[config.mk]
export PLATFORM = sky130hd
export DESIGN_NAME = ptxq_ctrl
export DESIGN_NICKNAME = d
export VERILOG_FILES = /design/src/hdl/ptxq_pkg.sv /design/src/hdl/ptxq_ctrl.sv
export SDC_FILE = /design/constraint.sdc
export NUM_CORES = 1
export LEC_CHECK = 0
export BUFFER_PORTS_ARGS = -buffer_cell sky130_fd_sc_hd__buf_4
export CORE_AREA = 2 2 39 41
export DETAILED_ROUTE_END_ITERATION = 10
export DIE_AREA = 0 0 41 43
export GPL_TIMING_DRIVEN = 0
export PLACE_DENSITY = 0.52
export SLEW_MARGIN = 15
export SYNTH_ARGS = -nofsm -noshare
export SYNTH_HDL_FRONTEND = slang
export SYNTH_SLANG_ARGS = --single-unit
[constraint.sdc]
create_clock -name clk -period 2.35 [get_ports clk]
set_input_delay 0.235 -clock clk [delete_from_list [all_inputs] [get_ports clk]]
set_output_delay 0.235 -clock clk [all_outputs]
set_load 0.1 [all_outputs]
[src/hdl/ptxq_pkg.sv]
`default_nettype none
// ----------------------------------------------------------------------------
// ptxq_pkg
// Shared types and constants for the persistent XOR trie: node layout,
// transaction payloads, controller states and datapath operations.
// ----------------------------------------------------------------------------
package ptxq_pkg;

  localparam int VALUE_BITS  = 32;
  localparam int NODE_POOL   = 65535;
  localparam int HANDLE_W    = 16;
  localparam int STORE_DEPTH = 1 << HANDLE_W;
  localparam int POOL_LIMIT  = (NODE_POOL < STORE_DEPTH - 1) ? NODE_POOL : STORE_DEPTH - 1;
  localparam int BIT_IDX_W   = (VALUE_BITS > 1) ? $clog2(VALUE_BITS) : 1;
  // rank residue can grow by one count per level; keep a sign bit
  localparam int K_W         = HANDLE_W + $clog2(VALUE_BITS + 1) + 1;

  typedef enum logic [1:0] {
    CMD_INSERT = 2'd0,
    CMD_MAX    = 2'd1,
    CMD_KTH    = 2'd2,
    CMD_CLEAR  = 2'd3
  } cmd_t;

  typedef struct packed {
    cmd_t        command;
    logic [15:0] version_a;
    logic [15:0] version_b;
    logic [31:0] value;
    logic [15:0] rank;
  } req_t;

  typedef struct packed {
    logic [31:0] answer;
    logic [15:0] new_version;
    logic [15:0] element_count;
    logic        found;
    logic        pool_full;
  } rsp_t;

  typedef struct packed {
    logic [1:0][HANDLE_W-1:0] child;
    logic [HANDLE_W-1:0]      count;
  } node_t;

  localparam int NODE_W = $bits(node_t);

  typedef enum logic [2:0] {
    ST_IDLE,
    ST_DISPATCH,
    ST_INS,
    ST_Q_ROOT,
    ST_Q_DEC,
    ST_Q_NODE,
    ST_FINISH
  } state_t;

  typedef enum logic [3:0] {
    OP_NONE,
    OP_LOAD,
    OP_FULL,
    OP_CLEAR,
    OP_INS_START,
    OP_INS_STEP,
    OP_Q_ROOT,
    OP_Q_TOTAL,
    OP_Q_DECIDE,
    OP_Q_LOAD
  } dp_op_t;

  typedef struct packed {
    cmd_t command;
    logic pool_ok;
    logic query_ok;
    logic dir_want;
    logic last_bit;
    logic leaf;
  } dp_status_t;

endpackage
`default_nettype wire

[src/hdl/ptxq_ctrl.sv]
`default_nettype none
// ----------------------------------------------------------------------------
// ptxq_ctrl
// Controller: sequences insert, query and clear transactions over the
// datapath, one operation per cycle.
// ----------------------------------------------------------------------------
module ptxq_ctrl
  import ptxq_pkg::*;
(
  input  wire logic       clk,
  input  wire logic       rst,
  input  wire logic       start,
  input  wire dp_status_t status,
  output      dp_op_t     op,
  output      logic       busy,
  output      logic       done
);

  state_t state, state_next;

  always_ff @(posedge clk) begin
    if (rst) begin
      state <= ST_IDLE;
    end else begin
      state <= state_next;
    end
  end

  // next state
  always_comb begin
    state_next = state;
    unique case (state)
      ST_IDLE: if (start) state_next = ST_DISPATCH;
      ST_DISPATCH: begin
        unique case (status.command) inside
          CMD_INSERT:       state_next = status.pool_ok ? ST_INS : ST_FINISH;
          CMD_MAX, CMD_KTH: state_next = ST_Q_ROOT;
          CMD_CLEAR:        state_next = ST_FINISH;
          default:          state_next = ST_FINISH;
        endcase
      end
      ST_INS:    if (status.leaf) state_next = ST_FINISH;
      ST_Q_ROOT: state_next = status.query_ok ? ST_Q_DEC : ST_FINISH;
      ST_Q_DEC: begin
        if (status.last_bit) begin
          state_next = ST_FINISH;
        end else if (!status.dir_want) begin
          state_next = ST_Q_NODE;
        end
      end
      ST_Q_NODE: state_next = ST_Q_DEC;
      ST_FINISH: state_next = ST_IDLE;
      default:   state_next = ST_IDLE;
    endcase
  end

  // outputs
  always_comb begin
    op   = OP_NONE;
    busy = (state != ST_IDLE);
    done = (state == ST_FINISH);
    unique case (state)
      ST_IDLE: op = start ? OP_LOAD : OP_NONE;
      ST_DISPATCH: begin
        unique case (status.command) inside
          CMD_INSERT:       op = status.pool_ok ? OP_INS_START : OP_FULL;
          CMD_MAX, CMD_KTH: op = OP_Q_ROOT;
          CMD_CLEAR:        op = OP_CLEAR;
          default:          op = OP_NONE;
        endcase
      end
      ST_INS:    op = OP_INS_STEP;
      ST_Q_ROOT: op = OP_Q_TOTAL;
      ST_Q_DEC:  op = OP_Q_DECIDE;
      ST_Q_NODE: op = OP_Q_LOAD;
      default:   op = OP_NONE;
    endcase
  end

endmodule
`default_nettype wire

## Yosys cells after proc, flatten, opt, wreduce, memory -nomap -nowiden

Index checks and enable logic that the tools add are counted.

- Register bits: 3
- Output and inout bits: 6
- Input port bits: 10
- Word-level logic and storage cells: 30

- Reduce and logical (&&, ||, !) cells: 5
- Muxes and demuxes: 12
- Equality and inequality tests: 12

Operator list:

| operator | count |
|---|---|
| case mux 4 bit (6 select lines) | 1 |
| 2-to-1 mux 3 bit | 6 |
| case mux 3 bit (6 select lines) | 1 |
| == test 3 bit (second input constant) | 3 |
| case mux 3 bit (3 select lines) | 1 |
| == test 3 x 2 -> 1 bit (second input constant) | 2 |
| case mux 3 bit (2 select lines) | 1 |
| == test 2 bit (second input constant) | 2 |
| != test 2 bit (second input constant) | 2 |
| == test 3 x 1 -> 1 bit (second input constant) | 1 |
| logical NOT 3 bit | 1 |
| != test 3 bit (second input constant) | 1 |
| AND reduction 3 bit | 1 |
| nonzero test 3 bit | 1 |
| == test 2 x 1 -> 1 bit (second input constant) | 1 |
| logical NOT 2 bit | 1 |
| 2-to-1 mux 2 bit | 1 |
| OR reduction 2 bit | 1 |
| 2-to-1 mux 1 bit | 1 |

## Logic depth before layout (Yosys ltp)

Gate-level depths: netlist (run 1).

- Word-level depth: 4
- Mapped depth: 5
- Depth with buffers taken out: 5

## Worst setup path after synthesis (run 1)

No wires, ideal clock.

- Path kind: flip-flop to output port
- Start: register state[1]
- End: output port op[0]
- Path slack: -0.508 ns
- Arrival time: 2.623 ns
- Stages on the path, launching flop included: 4
- Path buffers: 1
- Required time: 2.115 ns
- Cells stage by stage: dfxtp_1 -> buf_6 -> a21oi_1 -> o21ai_0

- Word-level cells in the longest chain between the ends: 2
- Elaborated cells on any way between the ends: 7
- Those cells by class: eq/ne (5); mux (1); reduce/logical (1)

Ends and longest elaborated chain:

| what | line | RTL |
|---|---|---|
| start, declared | ptxq_ctrl.sv:19 | `state_t state, state_next;` |
| start signal, assigned | ptxq_ctrl.sv:25 | `state <= state_next;` |
| == test 3 bit, or another cell as far along | ptxq_ctrl.sv:62 | `unique case (state)` |
| case mux 4 bit (6 select lines) * | ptxq_ctrl.sv:62 |  |
| end, declared | ptxq_ctrl.sv:14 | `output dp_op_t op,` |

Mark *: on every way between the ends. The rest lies on a longest branch, timed or not.

## Worst setup path in the final report (run 1)

- Start: register state[2]
- End: output port op[0]

The elaborated chain is that of the path after synthesis.

==> flow_summary_export.csv, run 1 <==
group,metric,value,unit
outcome,status,"complete, no violations",
clocking,clockBufferDepth,2,
floorplan,die_area,1760,um^2
layout,fillers,157,
layout,regMostFlops,"state",
global_routing,antenna_found_initial,0,
place,port_buffers,15,
clocking,cts-hold-fix-buffers,0,
clocking,insertion_delay,0.23,ns
global_routing,grt_pass1_vias,260,
layout,largestRegisters,"state x3",
clocking,cts_max_level,1,
synth,yosys_register_bits,3,
sta,hold_viol,0,
route,drt-total-wl,651,um
sta,period_needed,1.68,ns
synth,yosysSeqAreaShare,21.6,%
setup_path,rr_endpoint,"state[2]",
synth,synth_nets,49,
setup_path,rrSetupSlack,1.13,ns
hold_path,min-delay-start,"rst",
global_routing,grt_overflow,0,
clocking,postCtsResizedCells,0,
floorplan,die_h,43,um
route,drcViolationCount,0,
layout,largest_register_ffs,3,
route,via_per_inst,4.54,
sta,setup_viol,0,
hold_path,min_path_cells,2,
floorplan,fp.coreArea,1380,um^2
job,maxCapViolations,0,
sta,max_freq,595,MHz
floorplan,die_x,41,um
setup_path,crit_path_end_kind,"output pin",
synth,synthDistinctLibCells,23,
setup_path,reg2reg_depth,3,
sta,timing.final.crit_share,71.5,%
global_routing,grt_max_degree,11,
clocking,cts_setup_buffers,0,
layout,areaGrowthSynthToFinish,59.0,%
clocking,clk_pin_slew,0.04,ns
hold_path,whs_endpoint,"state[1]",
route,dr.pass1.iters,2,
synth,avgSynthCellArea,7.51,um^2
synth,synthesis.instances,37,
place,gp_congestion,0.664,
floorplan,std_cell_rows,14,
sta,slew_viol_final,0,
setup_path,worst_ep_arrival_time,1.44,ns
synth,ys_warn_count,0,
layout,layout-drive-gt1-share,46.4,%
global_routing,grt_pass1_wl,993,um
route,wl_per_cell,9.04,um
setup_path,cp_max_fo,10,
clocking,cts-root-buf,"clkbuf_4",
sta,rsz0062_at_grt,"no",
layout,nNetsFinal,69,
hold_path,hold_path_class,"in2reg",
setup_path,cp_data_required_time,2.12,ns
clocking,cts_buffers,3,
sta,relSlewSlack,61.2,%
sta,skew,0.00176,ns
sta,worstMarginPinSlew,0.567,ns
sta,tns,0,ns
setup_path,worstSetupPathType,"reg2out",
floorplan,num_io_pins,16,
route,postRouteAntennaNets,0,
layout,antenna_cells,0,
setup_path,r2r_start,"state[1]",
clocking,cts.sinks,3,
synth,synth_area,278,um^2
route,vias,327,
clocking,cts_tree,"built",
place,dp_hpwl,525,um
setup_path,start_kind,"flip-flop",
floorplan,initial_utilization,20.1,%
global_routing,track_usage,8.22,%
route,drtIter0Drc,7,
## cell usage after synthesis
master | count | area share (%)
a2111oi_0 | 2 | 6.3
a21o_1 | 1 | 2.7
a21oi_1 | 3 | 5.4
a311oi_1 | 1 | 3.2
and2b_2 | 1 | 3.2
and3_2 | 2 | 5.4
buf_2 | 1 | 1.8
buf_6 | 1 | 4.1
dfxtp_1 | 3 | 22
ha_1 | 2 | 9.0
inv_1 | 3 | 4.1
nand2_1 | 1 | 1.4
nand2b_1 | 1 | 2.3
nand3_1 | 1 | 1.8
nor2_1 | 2 | 2.7
nor2_2 | 1 | 2.3
nor2b_1 | 3 | 6.8
nor3_1 | 1 | 1.8
nor4_1 | 1 | 2.3
o21ai_0 | 3 | 5.4
o21ai_1 | 1 | 1.8
or3_1 | 1 | 2.3
or3_2 | 1 | 2.7
## logic make-up (layout without fill, tap and decap cells)
| group | after synthesis | count (layout) | share of synthesized area (%) |
|---|---|---|---|
| AO/OA/AOI/OAI | 11 | 11 | 24.8 |
| adder cells (fa/ha/maj) | 2 | 2 | 9.01 |
| buffers and inverters | 5 | 24 | 9.91 |
| flip-flops | 3 | 3 | 21.6 |
| AND/OR/NAND/NOR | 16 | 16 | 34.7 |
## critical path: stages, from the launching register on
cell	delay, ns
dfxtp_1	0.37
buf_2	0.22
and2b_2	0.17
o21ai_1	0.06
o21ai_1	0.09
buf_4	0.30
## layout make-up
cell class | instances | area (um^2) | area share, %
Buffer | 2 | 16.3 | 3.68
Clock buffer | 4 | 26.3 | 5.95
Inverter | 3 | 11.3 | 2.55
Multi-Input combinational cell | 29 | 195 | 44.2
Sequential cell | 3 | 60.1 | 13.6
Tap cell | 16 | 20.0 | 4.53
Timing Repair Buffer | 15 | 113 | 25.5
## cells in the final DEF, fill, tap and decap left out
cell type	synthesis	routed
nand2_1	1	1
or3_2	1	1
clkbuf_1	0	1
a21o_1	1	1
buf_2	1	1
nor2b_1	3	3
a2111oi_0	2	2
ha_1	2	2
nor2_1	2	2
nand2b_1	1	1
dfxtp_1	3	3
buf_4	0	15
a21oi_1	3	3
clkbuf_4	0	3
and3_2	2	2
inv_1	3	3
nor4_1	1	1
or3_1	1	1
nor3_2	0	1
nor2_2	1	1
nand3_1	1	1
buf_6	1	1
a311oi_1	1	1
o21ai_0	3	2
and2b_2	1	1
o21ai_1	1	2
## per-layer routing
metal	GRT usage, %	part of all wire (%)	wire [um]
met5	0	0	0
met4	2.00	0	0
met3	4.71	6.3	41
met2	11.9	45	291
met1	10.3	49	319
## through the flow
stage          cell area, um^2  instances  setup slack [ns]  hold WS [ns]  util, %
4_1_cts                    442         72             0.645         0.167     31.9
2_1_floorplan              283         37            0.0236         0.304        -
6_report                   442         72             0.670         0.178     31.9
3_5_place_dp               415         68             0.874         0.415     30.0
3_3_place_gp               415         68             0.868         0.413     30.0
5_1_grt                    442         72             0.556         0.161     31.9
## worst max path at each step
stage	start	endpoint	cells after the start
4_1_cts	state[2]	op[0]	5
3_5_place_dp	status[5]	op[2]	7
3_3_place_gp	status[5]	op[2]	7
2_1_floorplan	state[2]	op[0]	4
5_1_grt	state[2]	op[0]	5
6_report	state[2]	op[0]	5
Power of run 1 is not shown: default switching activity piles up to over one toggle a cycle in this logic, so the estimate is an artifact.
==> run 2: changes to the inputs <==
- PLACE_DENSITY: 0.52 -> 0.54
- clock period: 2.35 -> 1.4 ns (I/O delays scaled with it)
==> run 2 against run 1 <==
The run now ends with setup timing left. Via count increased by 5.8%. Critical path depth unchanged. Clock skew increased by 0.0067 ns. Non-clock buffer count increased by 4. Die area unchanged. Register-to-register slack got worse by 0.98 ns. Global-route usage increased by 2.6 points. First-iteration DRC count decreased by 57%. Worst setup slack got worse by 0.67 ns. Cell count increased by 5.6%.
==> flow_summary_export.csv, run 2 (synthesis gave the netlist of run 1 again) <==
group,metric,value,unit
route,drt-total-wl,838,um
sta,holdWs,0.0558,ns
place,port_buffers,15,
route,wl_met2,430,um
layout,regMostFlops,"state",
place,place_area,452,um^2
setup_path,path_cells,"buf_6 -> and2b_4 -> o21ai_4 -> o21ai_4 -> buf_12",
route,via_per_inst,4.55,
job,maxCapViolations,0,
sta,worstMarginPinSlew,0.516,ns
sta,hold_viol,0,
route,drtIter0Drc,3,
floorplan,fp.coreArea,1380,um^2
clocking,cts.sinks,3,
place,gp_congestion,0.676,
layout,layout_commonest_cell,"buf_4",
setup_path,cp_max_fo,4,
layout,final_util,41.5,%
clocking,cts_tree,"built",
global_routing,track_usage,10.8,%
setup_path,worst_ep_arrival_time,1.26,ns
setup_path,slowest_delay,0.34,ns
sta,timing.final.crit_share,100,%
setup_path,reg2reg_depth,4,
layout,layout-drive-gt1-share,63.3,%
floorplan,initial_utilization,20.1,%
route,dr.pass1.iters,4,
global_routing,grt_pass1_vias,335,
route,vias,346,
outcome,status,"finished with violations",
setup_path,rr_endpoint,"state[2]",
layout,nNetsFinal,73,
global_routing,grt_overflow,0,
sta,setup_slack,-0.00243,ns
setup_path,cp_slowest_cell,"dfxtp_2",
layout,finalInstanceArea,574,um^2
clocking,clockBufferDepth,2,
clocking,cts_buffers,3,
global_routing,grt_pass1_wl,1260,um
clocking,cts_max_level,1,
layout,antenna_cells,0,
outcome,violations,"setup timing",
hold_path,hold_path_class,"in2reg",
sta,period_needed,1.40,ns
place,dp_slack,0.0292,ns
layout,areaGrowthSynthToFinish,107,%
setup_path,crit_path_frequent_cell,"o21ai_4",
setup_path,r2r_start,"state[1]",
layout,largest_register_ffs,3,
global_routing,grt_max_degree,15,
floorplan,num_io_pins,16,
floorplan,die_x,41,um
setup_path,cp_data_required_time,1.26,ns
setup_path,start_kind,"flip-flop",
route,wl_met1,319,um
clocking,cts-root-buf,"clkbuf_4",
global_routing,antenna_found_initial,0,
sta,setup_viol,1,
floorplan,std_cell_rows,14,
route,postRouteAntennaNets,0,
clocking,clk_pin_slew,0.04,ns
setup_path,crit_path_end_kind,"output pin",
sta,rsz0062_at_grt,"yes",
layout,largestRegisters,"state x3",
setup_path,startpoint,"state[1]",
sta,skew,0.00847,ns
setup_path,rrSetupSlack,0.15,ns
route,drcViolationCount,0,
clocking,insertion_delay,0.24,ns
route,wl_per_cell,11.0,um
floorplan,die_h,43,um
setup_path,worstSetupPathType,"reg2out",
sta,max_freq,713,MHz
layout,fillers,141,
route,highest_layer,"met4",
sta,slew_viol_final,0,
sta,relSlewSlack,64.7,%
route,wl_met3,66,um
floorplan,die_area,1760,um^2
setup_path,endpoint,"op[0]",
==> run 2: changes by cell type in the layout (fill, tap and decap cells not counted), sizes merged <==
cell  before  now
buf       17   21
==> run 2: metal layers <==
layer | vias to the layer above | track usage (%)
met5 | - | 0
met3 | 2 | 2.09
met2 | 12 | 17.2
li1 | 178 | -
met4 | 0 | 8.00
met1 | 154 | 11.9
==> run 2: stage by stage <==
step | TNS, ns | instances
floorplan | -0.0800 | 37
global placement | 0 | 68
detailed placement | 0 | 68
CTS | -0.0472 | 75
global route | -0.0414 | 76
finish | -0.00243 | 76
==> run 2: area by class of cell <==
class	instances	area [um^2]	area share [%]
sequential	3	68.8	12.0
clock buffer	4	26.3	4.58
multi-input combinational	29	244	42.5
timing repair buffer	20	193	33.6
tap	16	20.0	3.49
buffer	1	11.3	1.96
inverter	3	11.3	1.96
==> run 2: critical path, delay by kind of cell, from the launching register on <==
family	cells	cell delay, ns
buffers and inverters	2	0.27
DFF	1	0.34
and+or+nand+nor	1	0.19
AOI/OAI and AO/OA	2	0.22
==> run 2: what timing repair did <==
item	4_1_cts	5_1_grt
endpoints found under the hold margin	0	0
hold buffers	0	0
setup endpoints to repair	2	4
gates resized for setup	11	7
pin swaps	1	0
gates cloned	1	0
setup buffers	3	1
==> run 2: worst min-delay path by stage <==
stage,start,end,depth (start not counted)
after floorplan,rst,state[1],1
after global placement,rst,state[1],2
after detailed placement,rst,state[1],2
after CTS,rst,state[1],2
after global routing,rst,state[1],2
final,rst,state[1],2
Power of run 2 is left out for the same reason.
==> run 3: changes to the inputs <==
- ABC_AREA: not set -> 1
- PLACE_DENSITY: 0.54 -> 0.58
==> run 3 against run 2 <==
The run now ends clean. Via count rose by 18%. Critical path depth increased by 1. Sequential share of layout area down 1.3 points. Worst setup slack improved by 0.023 ns. Maximum frequency grew 1.7%. Critical endpoint unchanged.
==> flow_summary_export.csv, run 3 <==
group,metric,value,unit
sta,relSlewSlack,81.6,%
job,maxCapViolations,0,
route,vias,410,
layout,regMostFlops,"state",
clocking,cts_buffers,3,
hold_path,hold_path_class,"in2reg",
setup_path,startpoint,"state[2]",
sta,setup_viol,0,
floorplan,die_x,41,um
global_routing,grt_pass1_vias,371,
global_routing,antenna_found_initial,0,
clocking,cts.sinks,3,
sta,hold_viol,0,
hold_path,min-delay-start,"rst",
layout,final_util,48.3,%
setup_path,cp_data_required_time,1.26,ns
global_routing,grt_overflow,0,
clocking,insertion_delay,0.23,ns
setup_path,start_kind,"flip-flop",
floorplan,fp.coreArea,1380,um^2
place,port_buffers,15,
synth,synth.top_cell.area_share,18.5,%
route,wl_met2,415,um
setup_path,crit_path_end_kind,"output pin",
synth,synth-main-ff-cell,"dfxtp_1",
layout,antenna_cells,0,
sta,timing.final.crit_share,98.5,%
route,highest_layer,"met3",
sta,max_freq,725,MHz
synth,synthTopCellsByArea,"dfxtp_1 18%, nand2_1 16%, inv_1 10%",
layout,nNetsFinal,91,
floorplan,die_area,1760,um^2
synth,yosysSeqAreaShare,18.5,%
layout,mostFrequentLayoutCells,"16 x buf_4, 10 x nand2_1, 8 x inv_1, 5 x nor2_1, 4 x nand3_1",
sta,setup_slack,0.0207,ns
layout,areaGrowthSynthToFinish,105,%
global_routing,grt_max_degree,10,
place,dp_hpwl,674,um
synth,synth_top_cell_by_area,"dfxtp_1",
clocking,clk_pin_slew,0.03,ns
layout,layout_commonest_cell,"buf_4",
outcome,status,"complete, no violations",
route,wl_per_cell,9.03,um
layout,largest_register_ffs,3,
global_routing,track_usage,12.3,%
route,postRouteAntennaNets,0,
synth,synth-async-reset-ratio,0,%
floorplan,num_io_pins,16,
clocking,cts_tree,"built",
route,drt-total-wl,849,um
clocking,clockBufferDepth,2,
sta,skew,0.000170,ns
layout,fillers,147,
global_routing,grt_pass1_wl,1500,um
synth,yosys_register_bits,3,
floorplan,die_h,43,um
layout,layout-drive-gt1-share,60.3,%
setup_path,r2r_start,"state[2]",
layout,finalInstanceArea,668,um^2
clocking,cts-hold-fix-buffers,0,
layout,largestRegisters,"state x3",
route,drtIter0Drc,0,
synth,synthDistinctLibCells,16,
synth,synthesis.instances,55,
place,dp_slack,-0.0194,ns
route,via_per_inst,4.36,
setup_path,cp_max_fo,9,
synth,synth.cells.most_frequent,"14 x nand2_1, 9 x inv_1, 6 x nand3_1",
setup_path,worstSetupPathType,"reg2out",
clocking,cts-root-buf,"clkbuf_4",
sta,worstMarginPinSlew,0.278,ns
setup_path,worst_ep_arrival_time,1.24,ns
synth,synth_area,325,um^2
floorplan,initial_utilization,23.5,%
floorplan,std_cell_rows,14,
place,place_area,532,um^2
place,gp_congestion,0.761,
synth,avgSynthCellArea,5.91,um^2
route,dr.pass1.iters,1,
sta,holdWs,0.0774,ns
sta,rsz0062_at_grt,"yes",
route,wl_met1,383,um
clocking,cts_max_level,1,
sta,period_needed,1.38,ns
synth,synth_nets,67,
route,drcViolationCount,0,
synth,synth-edff-count,0,
route,wl_met3,50,um
synth,ys_warn_count,0,
synth,synth.most_common_cell,"nand2_1",
sta,slew_viol_final,0,
## run 3: path summary, 6_finish.rpt
| check | to | slack, ns | cells past startpoint |
|---|---|---|---|
| worst max-delay path | op[0] | 0.02 | 6 |
| worst max register to register | state[2] | 0.23 | 8 |
| worst min-delay path | state[2] | 0.08 | 2 |
| worst min register to register | state[1] | 0.64 | 2 |
## run 3: cell families after synthesis
kind of cell / Yosys count / share of synthesized area (%)
adder cells (fa/ha/maj): 2 / 7.69
AO/OA/AOI/OAI: 7 / 15.4
AND/OR/NAND/NOR: 32 / 45.8
buffers and inverters: 11 / 12.7
flip-flops: 3 / 18.5
## run 3: stage by stage
step,TNS [ns],std cells
global placement,-0.0112,86
detailed placement,-0.0194,86
CTS,-0.0240,90
global route,-0.0399,94
finish,0,94
floorplan,-0.146,55
## run 3: critical path, cell delays in order, from the launching register on
cell and delay [ns]:
dfxtp_4 0.38, inv_8 0.07, nand2_2 0.10, nand2_2 0.07
a21oi_2 0.15, o21ai_4 0.08, buf_12 0.17
## run 3: what timing repair did
action,4_1_cts,5_1_grt
setup endpoints to repair,5,3
setup buffers,0,4
gates resized for setup,18,5
pin swaps,1,4
## run 3: final cells by class
class / count / area [um^2] / share of cell area [%]
clock buffer: 4 / 26.3 / 3.93
inverter: 11 / 53.8 / 8.05
multi-input combinational: 41 / 322 / 48.1
timing repair buffer: 19 / 175 / 26.2
tap: 16 / 20.0 / 3.00
sequential: 3 / 71.3 / 10.7
## run 3: layer usage
layer,global-route usage [%],vias to the layer above
met3,6.28,0
met4,0,0
met5,0,-
met2,19.7,14
met1,15.3,175
li1,-,221
Power of run 3 is left out for the same reason.
